`src/sdf_pkg.sv`:
```
// sdf_pkg: shared types and constants for the step/dir position builder.
// Beat payload structs, event and register codes, config struct, core states.
// No dependencies.
`timescale 1ns / 1ps

package sdf_pkg;

  // bit-serial multiplier geometry
  localparam int MAG_W   = 51;                  // multiplicand magnitude
  localparam int GAIN_W  = 32;                  // multiplier (gain) bits
  localparam int Q_SHIFT = 30;                  // Q2.30 gains
  localparam int Q_W     = MAG_W + GAIN_W - Q_SHIFT;
  localparam int CNT_W   = $clog2(GAIN_W);

  // event kinds
  localparam logic [1:0] FUNC_STEP  = 2'd0;
  localparam logic [1:0] FUNC_INDEX = 2'd1;
  localparam logic [1:0] FUNC_TICK  = 2'd2;

  // register indexes
  localparam int CFG_IDX_W = 3;
  localparam logic [CFG_IDX_W-1:0] CFG_STEP_MULT   = 3'd0;
  localparam logic [CFG_IDX_W-1:0] CFG_FLOW_EN     = 3'd1;
  localparam logic [CFG_IDX_W-1:0] CFG_LEAD_GAIN   = 3'd2;
  localparam logic [CFG_IDX_W-1:0] CFG_INPUT_GAIN  = 3'd3;
  localparam logic [CFG_IDX_W-1:0] CFG_DECAY_GAIN  = 3'd4;
  localparam logic [CFG_IDX_W-1:0] CFG_COUNTS_TURN = 3'd5;

  // register reset values
  localparam logic [7:0]  RST_STEP_MULT   = 8'd40;
  localparam logic        RST_FLOW_EN     = 1'b1;
  localparam logic [31:0] RST_LEAD_GAIN   = 32'd1181116006;
  localparam logic [31:0] RST_INPUT_GAIN  = 32'd67968;
  localparam logic [31:0] RST_DECAY_GAIN  = 32'd1073230508;
  localparam logic [15:0] RST_COUNTS_TURN = 16'd2000;

  typedef struct packed {
    logic [1:0]  func;
    logic        direction;
    logic [15:0] encoder_count;
  } evt_t;

  typedef struct packed {
    logic signed [31:0] position_command;
    logic signed [31:0] position_feedback;
    logic signed [15:0] steps_added;
  } res_t;

  typedef struct packed {
    logic [7:0]  step_multiplier;
    logic        flow_comp_enable;
    logic [31:0] lead_gain;
    logic [31:0] filter_input_gain;
    logic [31:0] filter_decay_gain;
    logic [15:0] counts_per_turn;
  } cfg_t;

  typedef enum logic [3:0] {
    ST_IDLE,
    ST_RECENTRE,
    ST_DIFF,
    ST_LEAD,
    ST_LEAD_W,
    ST_ADJ,
    ST_STEPS,
    ST_PSUM,
    ST_IN_W,
    ST_DEC_W,
    ST_MSUM,
    ST_FB,
    ST_FB_W,
    ST_DONE
  } core_state_t;

endpackage

```
`src/sdf_mul.sv`:
```
// sdf_mul: bit-serial unsigned multiplier, one gain bit per cycle.
// Gives the product shifted right by Q_SHIFT and its low GAIN_W bits.
// Depends on sdf_pkg.
`timescale 1ns / 1ps

module sdf_mul import sdf_pkg::*; (
  input  logic              clk,
  input  logic              rst,
  input  logic              start,
  input  logic [MAG_W-1:0]  a,
  input  logic [GAIN_W-1:0] b,
  output logic              done,
  output logic [Q_W-1:0]    q,
  output logic [GAIN_W-1:0] lo
);

  logic             run;
  logic [CNT_W-1:0] cnt;
  logic [MAG_W-1:0] areg;
  logic [GAIN_W-1:0] breg;
  logic [MAG_W-1:0] acc;
  logic [MAG_W:0]   sum;

  assign sum = {1'b0, acc} + (breg[0] ? {1'b0, areg} : '0);
  assign q   = {acc, lo[GAIN_W-1:Q_SHIFT]};

  always_ff @(posedge clk) begin
    if (rst) begin
      run  <= 1'b0;
      done <= 1'b0;
      cnt  <= '0;
    end else begin
      done <= run && (cnt == CNT_W'(GAIN_W - 1));
      if (start) begin
        run <= 1'b1;
        cnt <= '0;
      end else if (run) begin
        cnt <= cnt + 1'b1;
        if (cnt == CNT_W'(GAIN_W - 1)) begin
          run <= 1'b0;
        end
      end
    end
  end

  always_ff @(posedge clk) begin
    if (start) begin
      areg <= a;
      breg <= b;
      acc  <= '0;
    end else if (run) begin
      acc  <= sum[MAG_W:1];
      lo   <= {sum[0], lo[GAIN_W-1:1]};
      breg <= {1'b0, breg[GAIN_W-1:1]};
    end
  end

endmodule

```
`src/sdf_core.sv`:
```
// sdf_core: position state, event handling and the servo tick sequencer.
// Runs recenter, melt-flow filter and feedback rebuild through sdf_mul.
// Depends on sdf_pkg and sdf_mul.
`timescale 1ns / 1ps

module sdf_core import sdf_pkg::*; #(
  parameter int AXIS_LIMIT = 2000000000,
  parameter int AXIS_SHIFT = 400000000,
  parameter int TURN_SHIFT = 200000
) (
  input  logic clk,
  input  logic rst,
  input  cfg_t cfg,
  input  logic start,
  input  evt_t evt,
  output logic idle,
  output logic res_valid,
  input  logic res_take,
  output res_t res
);

  localparam logic signed [31:0] LIM_POS = 32'(AXIS_LIMIT);
  localparam logic signed [31:0] LIM_NEG = -LIM_POS;
  localparam logic [31:0]        AX_SH   = 32'(AXIS_SHIFT);
  localparam logic [31:0]        TN_SH   = 32'(TURN_SHIFT);

  core_state_t state, state_next;

  logic signed [31:0] pend;
  logic [31:0]        turn;
  logic signed [31:0] cmd;
  logic signed [31:0] fb;
  logic signed [47:0] melt;
  logic signed [17:0] rem;
  logic [15:0]        enc;

  logic signed [48:0] diff;
  logic signed [51:0] dx;
  logic signed [52:0] adj;
  logic signed [36:0] steps;
  logic signed [Q_W:0] t1;
  logic signed [Q_W:0] t2;
  logic signed [15:0] sout;
  logic               nsign;

  logic               mul_start;
  logic [MAG_W-1:0]   mul_a;
  logic [GAIN_W-1:0]  mul_b;
  logic               mul_done;
  logic [Q_W-1:0]     mul_q;
  logic [GAIN_W-1:0]  mul_lo;

  logic signed [48:0] diff_next;
  logic [48:0]        diff_abs;
  logic [51:0]        dx_abs;
  logic [47:0]        m_abs;
  logic signed [Q_W:0] q_s;
  logic signed [Q_W:0] q_sgn;
  logic signed [52:0] adj_next;
  logic               trunc_fix;
  logic signed [37:0] psum;
  logic signed [32:0] step_sum;
  logic signed [Q_W+1:0] msum;
  logic               neg_hit;
  logic               pos_hit;

  sdf_mul u_mul (
    .clk   (clk),
    .rst   (rst),
    .start (mul_start),
    .a     (mul_a),
    .b     (mul_b),
    .done  (mul_done),
    .q     (mul_q),
    .lo    (mul_lo)
  );

  assign diff_next = {pend[31], pend, 16'b0} - {melt[47], melt};
  assign diff_abs  = diff[48] ? (49'd0 - diff) : diff;
  assign dx_abs    = dx[51] ? (52'd0 - dx) : dx;
  assign m_abs     = melt[47] ? (48'd0 - melt) : melt;
  assign q_s       = {1'b0, mul_q};
  assign q_sgn     = nsign ? -q_s : q_s;
  assign adj_next  = {dx[51], dx} - {{5{pend[31]}}, pend, 16'b0} + {{35{rem[17]}}, rem};
  assign trunc_fix = adj[52] && (adj[15:0] != 16'd0);
  assign psum      = {{6{pend[31]}}, pend} + {steps[36], steps};
  assign msum      = {t1[Q_W], t1} + {t2[Q_W], t2};
  assign step_sum  = evt.direction ? ({pend[31], pend} + {25'b0, cfg.step_multiplier})
                                   : ({pend[31], pend} - {25'b0, cfg.step_multiplier});
  assign neg_hit   = (cmd < LIM_NEG) || (fb < LIM_NEG);
  assign pos_hit   = (cmd > LIM_POS) || (fb > LIM_POS);

  assign idle      = (state == ST_IDLE);
  assign res_valid = (state == ST_DONE);
  assign res.position_command  = cmd;
  assign res.position_feedback = fb;
  assign res.steps_added       = sout;

  always_ff @(posedge clk) begin
    if (rst) begin
      state <= ST_IDLE;
    end else begin
      state <= state_next;
    end
  end

  always_comb begin
    state_next = state;
    mul_start  = 1'b0;
    mul_a      = '0;
    mul_b      = '0;
    unique case (state)
      ST_IDLE: begin
        if (start && evt.func == FUNC_TICK) begin
          state_next = ST_RECENTRE;
        end
      end
      ST_RECENTRE: begin
        state_next = cfg.flow_comp_enable ? ST_DIFF : ST_FB;
      end
      ST_DIFF: begin
        state_next = ST_LEAD;
      end
      ST_LEAD: begin
        mul_start  = 1'b1;
        mul_a      = MAG_W'(diff_abs);
        mul_b      = cfg.lead_gain;
        state_next = ST_LEAD_W;
      end
      ST_LEAD_W: begin
        if (mul_done) begin
          state_next = ST_ADJ;
        end
      end
      ST_ADJ: begin
        mul_start  = 1'b1;
        mul_a      = dx_abs[MAG_W-1:0];
        mul_b      = cfg.filter_input_gain;
        state_next = ST_STEPS;
      end
      ST_STEPS: begin
        state_next = ST_PSUM;
      end
      ST_PSUM: begin
        state_next = ST_IN_W;
      end
      ST_IN_W: begin
        if (mul_done) begin
          mul_start  = 1'b1;
          mul_a      = MAG_W'(m_abs);
          mul_b      = cfg.filter_decay_gain;
          state_next = ST_DEC_W;
        end
      end
      ST_DEC_W: begin
        if (mul_done) begin
          state_next = ST_MSUM;
        end
      end
      ST_MSUM: begin
        state_next = ST_FB;
      end
      ST_FB: begin
        mul_start  = 1'b1;
        mul_a      = MAG_W'(turn);
        mul_b      = GAIN_W'(cfg.counts_per_turn);
        state_next = ST_FB_W;
      end
      ST_FB_W: begin
        if (mul_done) begin
          state_next = ST_DONE;
        end
      end
      ST_DONE: begin
        if (res_take) begin
          state_next = ST_IDLE;
        end
      end
      default: state_next = ST_IDLE;
    endcase
  end

  // architectural state
  always_ff @(posedge clk) begin
    if (rst) begin
      pend <= '0;
      turn <= '0;
      cmd  <= '0;
      fb   <= '0;
      melt <= '0;
      rem  <= '0;
    end else begin
      case (state)
        ST_IDLE: begin
          if (start) begin
            case (evt.func)
              FUNC_STEP: begin
                if (step_sum[32] != step_sum[31]) begin
                  pend <= step_sum[32] ? 32'sh8000_0000 : 32'sh7FFF_FFFF;
                end else begin
                  pend <= step_sum[31:0];
                end
              end
              FUNC_INDEX: turn <= evt.direction ? turn + 32'd1 : turn - 32'd1;
              default: ;
            endcase
          end
        end
        ST_RECENTRE: begin
          if (neg_hit) begin
            cmd  <= cmd + AX_SH;
            fb   <= fb + AX_SH;
            turn <= turn + TN_SH;
          end else if (pos_hit) begin
            cmd  <= cmd - AX_SH;
            fb   <= fb - AX_SH;
            turn <= turn - TN_SH;
          end
        end
        ST_STEPS: begin
          rem <= trunc_fix ? {2'b11, adj[15:0]} : {2'b00, adj[15:0]};
        end
        ST_PSUM: begin
          if (!((&psum[37:31]) || !(|psum[37:31]))) begin
            pend <= psum[37] ? 32'sh8000_0000 : 32'sh7FFF_FFFF;
          end else begin
            pend <= psum[31:0];
          end
        end
        ST_MSUM: begin
          if (!((&msum[Q_W+1:47]) || !(|msum[Q_W+1:47]))) begin
            melt <= msum[Q_W+1] ? 48'sh8000_0000_0000 : 48'sh7FFF_FFFF_FFFF;
          end else begin
            melt <= msum[47:0];
          end
        end
        ST_FB: begin
          cmd  <= cmd + pend;
          pend <= '0;
        end
        ST_FB_W: begin
          if (mul_done) begin
            fb <= mul_lo + {16'b0, enc};
          end
        end
        default: ;
      endcase
    end
  end

  // tick working registers
  always_ff @(posedge clk) begin
    case (state)
      ST_IDLE: begin
        enc <= evt.encoder_count;
      end
      ST_RECENTRE: begin
        steps <= '0;
      end
      ST_DIFF: begin
        diff  <= diff_next;
        nsign <= diff_next[48];
      end
      ST_LEAD_W: begin
        if (mul_done) begin
          dx <= q_sgn[51:0];
        end
      end
      ST_ADJ: begin
        adj   <= adj_next;
        nsign <= dx[51];
      end
      ST_STEPS: begin
        steps <= adj[52:16] + {36'b0, trunc_fix};
      end
      ST_IN_W: begin
        if (mul_done) begin
          t1    <= q_sgn;
          nsign <= melt[47];
        end
      end
      ST_DEC_W: begin
        if (mul_done) begin
          t2 <= q_sgn;
        end
      end
      ST_FB: begin
        if (!((&steps[36:15]) || !(|steps[36:15]))) begin
          sout <= steps[36] ? 16'sh8000 : 16'sh7FFF;
        end else begin
          sout <= steps[15:0];
        end
      end
      default: ;
    endcase
  end

endmodule

```
`src/step_dir_position_with_flow_comp.sv`:
```
// step_dir_position_with_flow_comp: top level, register file, beat handshakes.
// Depends on sdf_pkg and sdf_core.
//
//   channel  signals                         payload  dir
//   evt      evt_valid / evt_ready           evt_t    in
//   res      res_valid / res_ready           res_t    out
//   cfg      cfg_we, cfg_index, cfg_data     32 bit   in
//
// Step and index beats are handled in the idle state and leave the core idle.
// A servo tick runs its products through the bit-serial multiplier: four
// products with flow compensation, one without.
// Reset is synchronous and restores registers and all position state.
// A finished result sits in the output register; a further tick result waits
// in the core until that register is free, and evt_ready stays low meanwhile.
`timescale 1ns / 1ps

module step_dir_position_with_flow_comp import sdf_pkg::*; #(
  parameter int AXIS_LIMIT = 2000000000,
  parameter int AXIS_SHIFT = 400000000,
  parameter int TURN_SHIFT = 200000
) (
  input  logic                 clk,
  input  logic                 rst,
  input  logic                 evt_valid,
  output logic                 evt_ready,
  input  evt_t                 evt,
  output logic                 res_valid,
  input  logic                 res_ready,
  output res_t                 res,
  input  logic                 cfg_we,
  input  logic [CFG_IDX_W-1:0] cfg_index,
  input  logic [31:0]          cfg_data
);

  cfg_t cfg;
  logic core_idle;
  logic core_res_valid;
  logic core_res_take;
  res_t core_res;

  sdf_core #(
    .AXIS_LIMIT (AXIS_LIMIT),
    .AXIS_SHIFT (AXIS_SHIFT),
    .TURN_SHIFT (TURN_SHIFT)
  ) u_core (
    .clk       (clk),
    .rst       (rst),
    .cfg       (cfg),
    .start     (evt_valid && core_idle),
    .evt       (evt),
    .idle      (core_idle),
    .res_valid (core_res_valid),
    .res_take  (core_res_take),
    .res       (core_res)
  );

  assign evt_ready     = core_idle;
  assign core_res_take = core_res_valid && (!res_valid || res_ready);

  always_ff @(posedge clk) begin
    if (rst) begin
      cfg.step_multiplier   <= RST_STEP_MULT;
      cfg.flow_comp_enable  <= RST_FLOW_EN;
      cfg.lead_gain         <= RST_LEAD_GAIN;
      cfg.filter_input_gain <= RST_INPUT_GAIN;
      cfg.filter_decay_gain <= RST_DECAY_GAIN;
      cfg.counts_per_turn   <= RST_COUNTS_TURN;
    end else if (cfg_we) begin
      unique case (cfg_index)
        CFG_STEP_MULT:   cfg.step_multiplier   <= cfg_data[7:0];
        CFG_FLOW_EN:     cfg.flow_comp_enable  <= cfg_data[0];
        CFG_LEAD_GAIN:   cfg.lead_gain         <= cfg_data;
        CFG_INPUT_GAIN:  cfg.filter_input_gain <= cfg_data;
        CFG_DECAY_GAIN:  cfg.filter_decay_gain <= cfg_data;
        CFG_COUNTS_TURN: cfg.counts_per_turn   <= cfg_data[15:0];
        default: ;
      endcase
    end
  end

  always_ff @(posedge clk) begin
    if (rst) begin
      res_valid <= 1'b0;
    end else if (core_res_take) begin
      res_valid <= 1'b1;
    end else if (res_ready) begin
      res_valid <= 1'b0;
    end
  end

  always_ff @(posedge clk) begin
    if (core_res_take) begin
      res <= core_res;
    end
  end

endmodule

```
`config.mk`:
```
export PLATFORM = sky130hd
export DESIGN_NAME = step_dir_position_with_flow_comp
export DESIGN_NICKNAME = d
export VERILOG_FILES = /design/src/sdf_pkg.sv /design/src/sdf_mul.sv /design/src/sdf_core.sv /design/src/step_dir_position_with_flow_comp.sv
export SDC_FILE = /design/constraint.sdc
export NUM_CORES = 2
export LEC_CHECK = 0
export BUFFER_PORTS_ARGS = -buffer_cell sky130_fd_sc_hd__clkbuf_2
export CAP_MARGIN = 20
export CORE_MARGIN = 1
export CORE_UTILIZATION = 50
export CTS_CLUSTER_SIZE = 40
export DETAILED_ROUTE_END_ITERATION = 6
export PLACE_DENSITY = 0.66
export SYNTH_ARGS = -nofsm -noshare
export SYNTH_HDL_FRONTEND = slang
export SYNTH_SLANG_ARGS = --single-unit
```
`constraint.sdc`:
```
create_clock -name clk -period 4.7 [get_ports clk]
set_input_delay 0.47 -clock clk [delete_from_list [all_inputs] [get_ports clk]]
set_output_delay 0.47 -clock clk [all_outputs]
set_load 0.01 [all_outputs]
```
After elaboration in Yosys (flattened, before gate mapping) --
Cells that the tools add are included.
Word-level totals: bits of input ports 59, bits in registers 905, output and inout port bits 82, logic and storage cells 200
Cells by class: $lt $le $gt $ge 4, multiplexer cells 55, reduce and logical (&&, ||, !) cells 51, $add $sub $neg 24, equal/unequal tests 32, bitwise gates (word level) 1
Operators with widths (number):
- 2-to-1 mux 32 bit | 19
- one-hot mux 51 bit (4 select lines) | 1
- 2-to-1 mux 48 bit | 4
- one-hot mux 32 bit (2 select lines) | 3
- one-hot mux 32 bit (4 select lines) | 1
- 2-to-1 mux 51 bit | 2
- one-hot mux 32 bit (3 select lines) | 1
- one-hot mux 37 bit (2 select lines) | 1
- adder 32 x 29 -> 32 bit (second input constant) | 2
- > comparator 32 bit (second input constant) | 2
- less-than comparator 32 bit (second input constant) | 2
- subtractor 32 x 29 -> 32 bit (second input constant) | 2
- one-hot mux 4 bit (14 select lines) | 1
- adder 54 x 54 -> 55 bit | 1
- 2-to-1 mux 54 bit | 1
- negator 53 -> 54 bit | 1
- adder 53 bit | 1
- subtractor 52 x 48 -> 53 bit | 1
- adder 51 x 52 -> 52 bit | 1
- subtractor 1 x 51 -> 51 bit (first input constant) | 1
- 2-to-1 mux 49 bit | 1
- subtractor 1 x 49 -> 49 bit (first input constant) | 1
- subtractor 48 x 48 -> 49 bit | 1
- subtractor 1 x 48 -> 48 bit (first input constant) | 1
- other kinds (54) | 115

Logic depth before layout (Yosys ltp) --
depth after elaboration 7, gate-level depth with buffers 20, mapped depth without buffers 18

Modules after synthesis --
Synthesis repeated with hierarchy kept, for this count alone.
Unflattened totals: cells, all modules 6436, area total of the unflattened synthesis 60115.2 µm²
Modules (own cells, without submodules):
- sdf_core | sequential area each 13913.3 µm², times used 1, cells each 5060, area each 43803.3 µm²
- sdf_mul | sequential area each 4614.4 µm², times used 1, cells each 821, area each 8992.4 µm²
- step_dir_position_with_flow_comp | sequential area each 4844.6 µm², times used 1, cells each 555, area each 7319.5 µm²

Worst setup path before layout --
Ideal clock, no wire load.
path type reg2reg, start point register u_core.cmd[28], end point register u_core.turn[31], arrival 4988 ps, path buffers 1, setup time 131 ps, period minus slack after synthesis 5120 ps, path slack -420 ps, data required time 4569 ps, cell stages (with the launch flop) 18, cell sequence dfxtp_1 nor4b_1 and3_1 o21ai_0 nand2_1 inv_1 ha_1 clkbuf_1 nand3_1 or4_1 a311oi_1 o31ai_1 a2111oi_0 o221ai_1 xnor2_1 nor2_1 o21ai_0 nor3b_1
On the way: longest elaborated chain between the ends 4, elaborated cells on any way between the ends 8, those cells by class 2 x order compare; 1 x eq/ne; 2 x mux; 3 x reduce/logical
Ends and longest elaborated chain:
- start, declared | RTL line sdf_core.sv:31 | logic signed [31:0] cmd;
- start signal, assigned | RTL line sdf_core.sv:211 | cmd <= cmd + AX_SH;
- start signal, assigned | RTL line sdf_core.sv:215 | cmd <= cmd - AX_SH;
- start signal, assigned | RTL line sdf_core.sv:238 | cmd <= cmd + pend;
- > comparator 32 bit or less-than comparator 32 bit (tied branches) | RTL line sdf_core.sv:91, sdf_core.sv:90
- logical OR 1 bit, on equally long branches | RTL line sdf_core.sv:91, sdf_core.sv:90
- inequality test 3 x 1 -> 1 bit (no line) or 2-to-1 mux 32 bit (tied branches)
- AND reduction 4 bit (no line) or one-hot mux 32 bit (2 select lines) (tied branches)
- end signal, assigned | RTL line sdf_core.sv:204 | FUNC_INDEX: turn <= evt.direction ? turn + 32'd1 : turn - 32'd1;
- end signal, assigned | RTL line sdf_core.sv:213 | turn <= turn + TN_SH;
- end signal, assigned | RTL line sdf_core.sv:217 | turn <= turn - TN_SH;
- end, declared | RTL line sdf_core.sv:30 | logic [31:0] turn;
Several ways; a longest one is shown, not always the timed one. A chain may end at the register's enable or synchronous reset.

Worst setup path in the final report --
start point register u_core.pend[4], end point register u_core.pend[0]
On the way: longest elaborated chain between the ends 7, elaborated cells on any way between the ends 16, those cells by class 3 x add/sub; 1 x eq/ne; 8 x mux; 4 x reduce/logical
Ends and longest elaborated chain:
- start, declared | RTL line sdf_core.sv:29 | logic signed [31:0] pend;
- start signal, assigned | RTL line sdf_core.sv:199 | pend <= step_sum[32] ? 32'sh8000_0000 : 32'sh7FFF_FFFF;
- start signal, assigned | RTL line sdf_core.sv:201 | pend <= step_sum[31:0];
- start signal, assigned | RTL line sdf_core.sv:225 | pend <= psum[37] ? 32'sh8000_0000 : 32'sh7FFF_FFFF;
- subtractor 32 x 9 -> 33 bit or adder 32 x 9 -> 33 bit (tied branches) | RTL line sdf_core.sv:89, sdf_core.sv:88
- 2-to-1 mux 33 bit | RTL line sdf_core.sv:88 | assign step_sum = evt.direction ? ({pend[31], pend} + {25'b0, cfg.step_multiplier})
- 2-to-1 mux 32 bit or inequality test 1 bit (tied branches) | RTL line sdf_core.sv:199, sdf_core.sv:198
- 2-to-1 mux 32 bit | RTL line sdf_core.sv:198 | if (step_sum[32] != step_sum[31]) begin
- 2-to-1 mux 32 bit | RTL line sdf_core.sv:196 | case (evt.func)
- 2-to-1 mux 32 bit | RTL line sdf_core.sv:195 | if (start) begin
- one-hot mux 32 bit (3 select lines) (*) | RTL line sdf_core.sv:193 | case (state)
Mark *: on every way between the ends. The rest lies on a longest branch, timed or not. The select of a mux whose other input is x is not followed.

==> key figures <==
CTS
  – Root Driver: clkbuf_16
  – Cts bufs inserted: 101
  – # clock sinks: 904
  – Clk buf depth: 3
  – Post-CTS setup repair buffer count: 0
  – Worst skew pair latency: 0.73 ns
  – Clk pin slew, worst setup/hold paths: 0.06 ns
  – CTS tree: done
  – Htree depth: 3

Placement
  – RD Place Congestion: 0.976
  – Dpl ws: 0.166 ns
  – Placed instance area: 63,100 um2
  – Number of port buffers: 140
  – Hpwl dp: 135,000 um

Status
  – Outcome: complete, but fails checks
  – Failing checks: design-rule violations

Route
  – DRC viols: 11
  – Routed wire length: 180,000 um
  – Routed length per instance: 21.2 um
  – Pre-Repair DR Iteration Count: 7
  – Vias/cell: 6.05
  – Vias: 51,457
  – DRT iter0 DRCs: 4,563
  – Routed Antenna Nets: 0

Synthesis
  – Synthesized cell area: 59,900 um2
  – Cells after synthesis: 6,622
  – Primary FF master, synth: edfxtp_1
  – Async set or reset register ratio after synthesis: 0%
  – Syn_area_per_cell: 9.05 um2
  – Syn Nets: 7,151
  – Synth unique cells: 91
  – Seq cells post-synth: 904
  – Post-synth EDFFs: 527
  – YS warnings: 0
  – Sequential share of the synthesized area: 39.0%

Worst setup path
  – Critical-path top delay cell: dfxtp_1
  – CP Cell Sequence: ha_1 -> a2111oi_0 -> nor3_1 -> and3_1 -> nor3_1 -> nor4_1 -> a211oi_1 -> xor2_1 -> o41ai_1 -> buf_4 -> nand4_1 -> buf_4 -> a21o_1 -> a311oi_1
  – Crit path max fanout: 31
  – RR Endpoint: u_core.pend[0]
  – Crit path kind: reg2reg
  – Reg2Reg Launch Point: u_core.pend[4]
  – Worst stage delay on the critical path: 0.70 ns
  – Worst R2R Path Depth: 14
  – Critical path's top delay family: compound AO/OA/AOI/OAI gates
  – Worst Setup End Kind: flip-flop
  – Arrival time worst endpoint: 5.11 ns
  – Startpoint types: flip-flop
  – CP Data Required Time: 5.29 ns
  – Worst path bufs/invs: 2
  – Crit. Startpoint: u_core.pend[4]
  – R2r setup slk: 0.18 ns

Pwr
  – Power Total: 26.1 mW
  – Maximum VDD drop: 0.344 mV
  – Lkg Pwr: 27.2 nW
  – Cell Pwr Density: 389 nW/um2

Finish
  – Most frequent cells in the layout: 743 x nand2_1, 568 x a21oi_1, 527 x edfxtp_1
  – Cell area after layout: 67,200 um2
  – Fraction of layout cells with a size suffix above 1: 8.65%
  – Commonest non-fill, non-tap cell in the layout: nand2_1
  – P&R area growth vs syn: 12.1%
  – Final nets: 7,341
  – Fillers: 10,492

Floorplanning
  – Area of the core: 118,000 um2
  – Die area: 121,000 um2
  – Die Y: 348 um
  – I/O pin count: 141
  – Site Rows: 126
  – Initial Utilization: 50.6%
  – Die width: 348 um

Timing
  – Final WS setup: 0.179 ns
  – Max frequency: 0.221 GHz
  – Rel. slew slack: 23.7%
  – Hold Violations, Final: 0
  – Period Utilization, post-route: 96.2%
  – Final min period: 4.52 ns
  – Layout Skew: 0.0481 ns
  – Final hold slack: 0.0251 ns
  – Final slew viol count: 0
  – Slew @ Worst Pin: 1.14 ns
  – Unrepaired setup endpoints after global routing: false
  – Setup TNS Final: 0 ns
  – Final Setup Violations: 0

Global routing
  – Initial antenna violation count: 12
  – Global-route wire length before repair: 280,000 um
  – Vias in the first global route: 48,395
  – Largest net degree at the start of global routing: 102
  – Total track usage: 29.2%
  – Remaining global-route overflow: 0

Min path
  – Hold Path Cell Cnt: 3
  – Hold Path Origin: cfg_data[7]
  – Tightest Hold Check Type: in2reg
  – Hold Path Sink: cfg[55]

Job
  – Max-cap check violation count: 0
-- registers in the layout, summed over array words and instances, names as in the netlist, 32 cells and up --
signal             flops
u_core.melt           48
u_core.dx             52
u_core.t1             54
u_core.u_mul.areg     51
u_core.steps          37
u_core.diff           49
u_core.cmd            32
res                   80
u_core.pend           32
cfg                  121
u_core.u_mul.acc      51
u_core.fb             32
u_core.u_mul.lo       32
u_core.t2             54
u_core.turn           32
u_core.adj            53
u_core.u_mul.breg     32
-- power by group --
| part | total, mW | internal [mW] | switching [mW] |
|---|---|---|---|
| Clock | 8.42 | 4.90 | 3.52 |
| Sequential | 9.93 | 9.20 | 0.730 |
| Combinational | 7.76 | 3.17 | 4.60 |
| Total | 26.1 | 17.3 | 8.85 |
-- how the worst max path moves through the flow --
stage / depth (start not counted) / to / slack, ns
3_3_place_gp: 18 / u_core.turn[29] / 0.12
3_5_place_dp: 17 / u_core.pend[15] / 0.17
4_1_cts: 17 / u_core.pend[24] / 0.13
2_1_floorplan: 17 / u_core.turn[31] / 0.02
6_report: 14 / u_core.pend[0] / 0.18
5_1_grt: 21 / u_core.cmd[30] / 0.02
-- cell usage after synthesis, drive strengths merged, types with 46 or more instances --
cell | count | area (um2)
fa | 46 | 921
nor2 | 506 | 1900
nand2b | 57 | 357
nor4 | 50 | 334
a31oi | 59 | 369
inv | 315 | 1180
a211oi | 156 | 1170
dfxtp | 377 | 7550
and3 | 62 | 388
o21ai | 332 | 1660
nand3 | 179 | 901
nor2b | 48 | 300
o31ai | 88 | 684
and2 | 86 | 538
o21a | 47 | 353
xnor2 | 374 | 3280
nand4 | 62 | 388
o21bai | 50 | 375
nand2 | 744 | 2790
xor2 | 222 | 1940
ha | 424 | 5310
or3 | 63 | 400
nor3 | 125 | 631
a21o | 263 | 1970
edfxtp | 527 | 15800
clkbuf | 239 | 897
a21oi | 572 | 2860
-- area by class of cell --
cell class                 instances  area (um2)  share of cell area [%]
antenna                            3        7.51                  0.0112
clock buffer                     137        2880                    4.28
inverter                         315        1190                    1.78
clock inverter                    55         706                    1.05
timing repair buffer             354        2480                    3.69
multi-input combinational       5136       34500                    51.4
tap                             1600        2000                    2.98
sequential                       904       23400                    34.8
-- cell families after synthesis --
family                   synth area share (%)
flip-flops                               39.0
adder cells (fa/ha/maj)                  10.4
buffers and inverters                    3.67
AND/OR/NAND/NOR                          16.4
AO/OA/AOI/OAI                            21.0
XOR/XNOR                                 8.72
multiplexers                            0.815
-- worst register-to-register path, stage by stage (launching register included) --
cell	delay (ns)
dfxtp_1	0.70
ha_1	0.40
a2111oi_0	0.37
nor3_1	0.18
and3_1	0.25
nor3_1	0.46
nor4_1	0.14
a211oi_1	0.27
xor2_1	0.13
o41ai_1	0.41
buf_4	0.22
nand4_1	0.09
buf_4	0.30
a21o_1	0.20
a311oi_1	0.29
-- stage by stage --
stage	cells	utilization, %
2_1_floorplan	6622	-
3_3_place_gp	8272	53.3
3_5_place_dp	8272	53.3
4_1_cts	8501	56.7
5_1_grt	8501	56.7
6_report	8504	56.7
-- what timing repair did --
| action | CTS | global route |
|---|---|---|
| gates resized for setup | 0 | 15 |
| setup endpoints to repair | 0 | 39 |
| hold endpoints to repair | 83 | 0 |
| hold buffers | 37 | 0 |
-- routing by layer --
layer | vias to the layer above | wire length, um | global-route usage, %
li1 | 24704 | - | -
met1 | 24614 | 79100 | 40.1
met2 | 1804 | 81500 | 47.3
met3 | 325 | 14100 | 4.52
met4 | 10 | 5440 | 8.47
met5 | - | 69 | 0
Note: power is estimated with default switching activity, not from simulation.
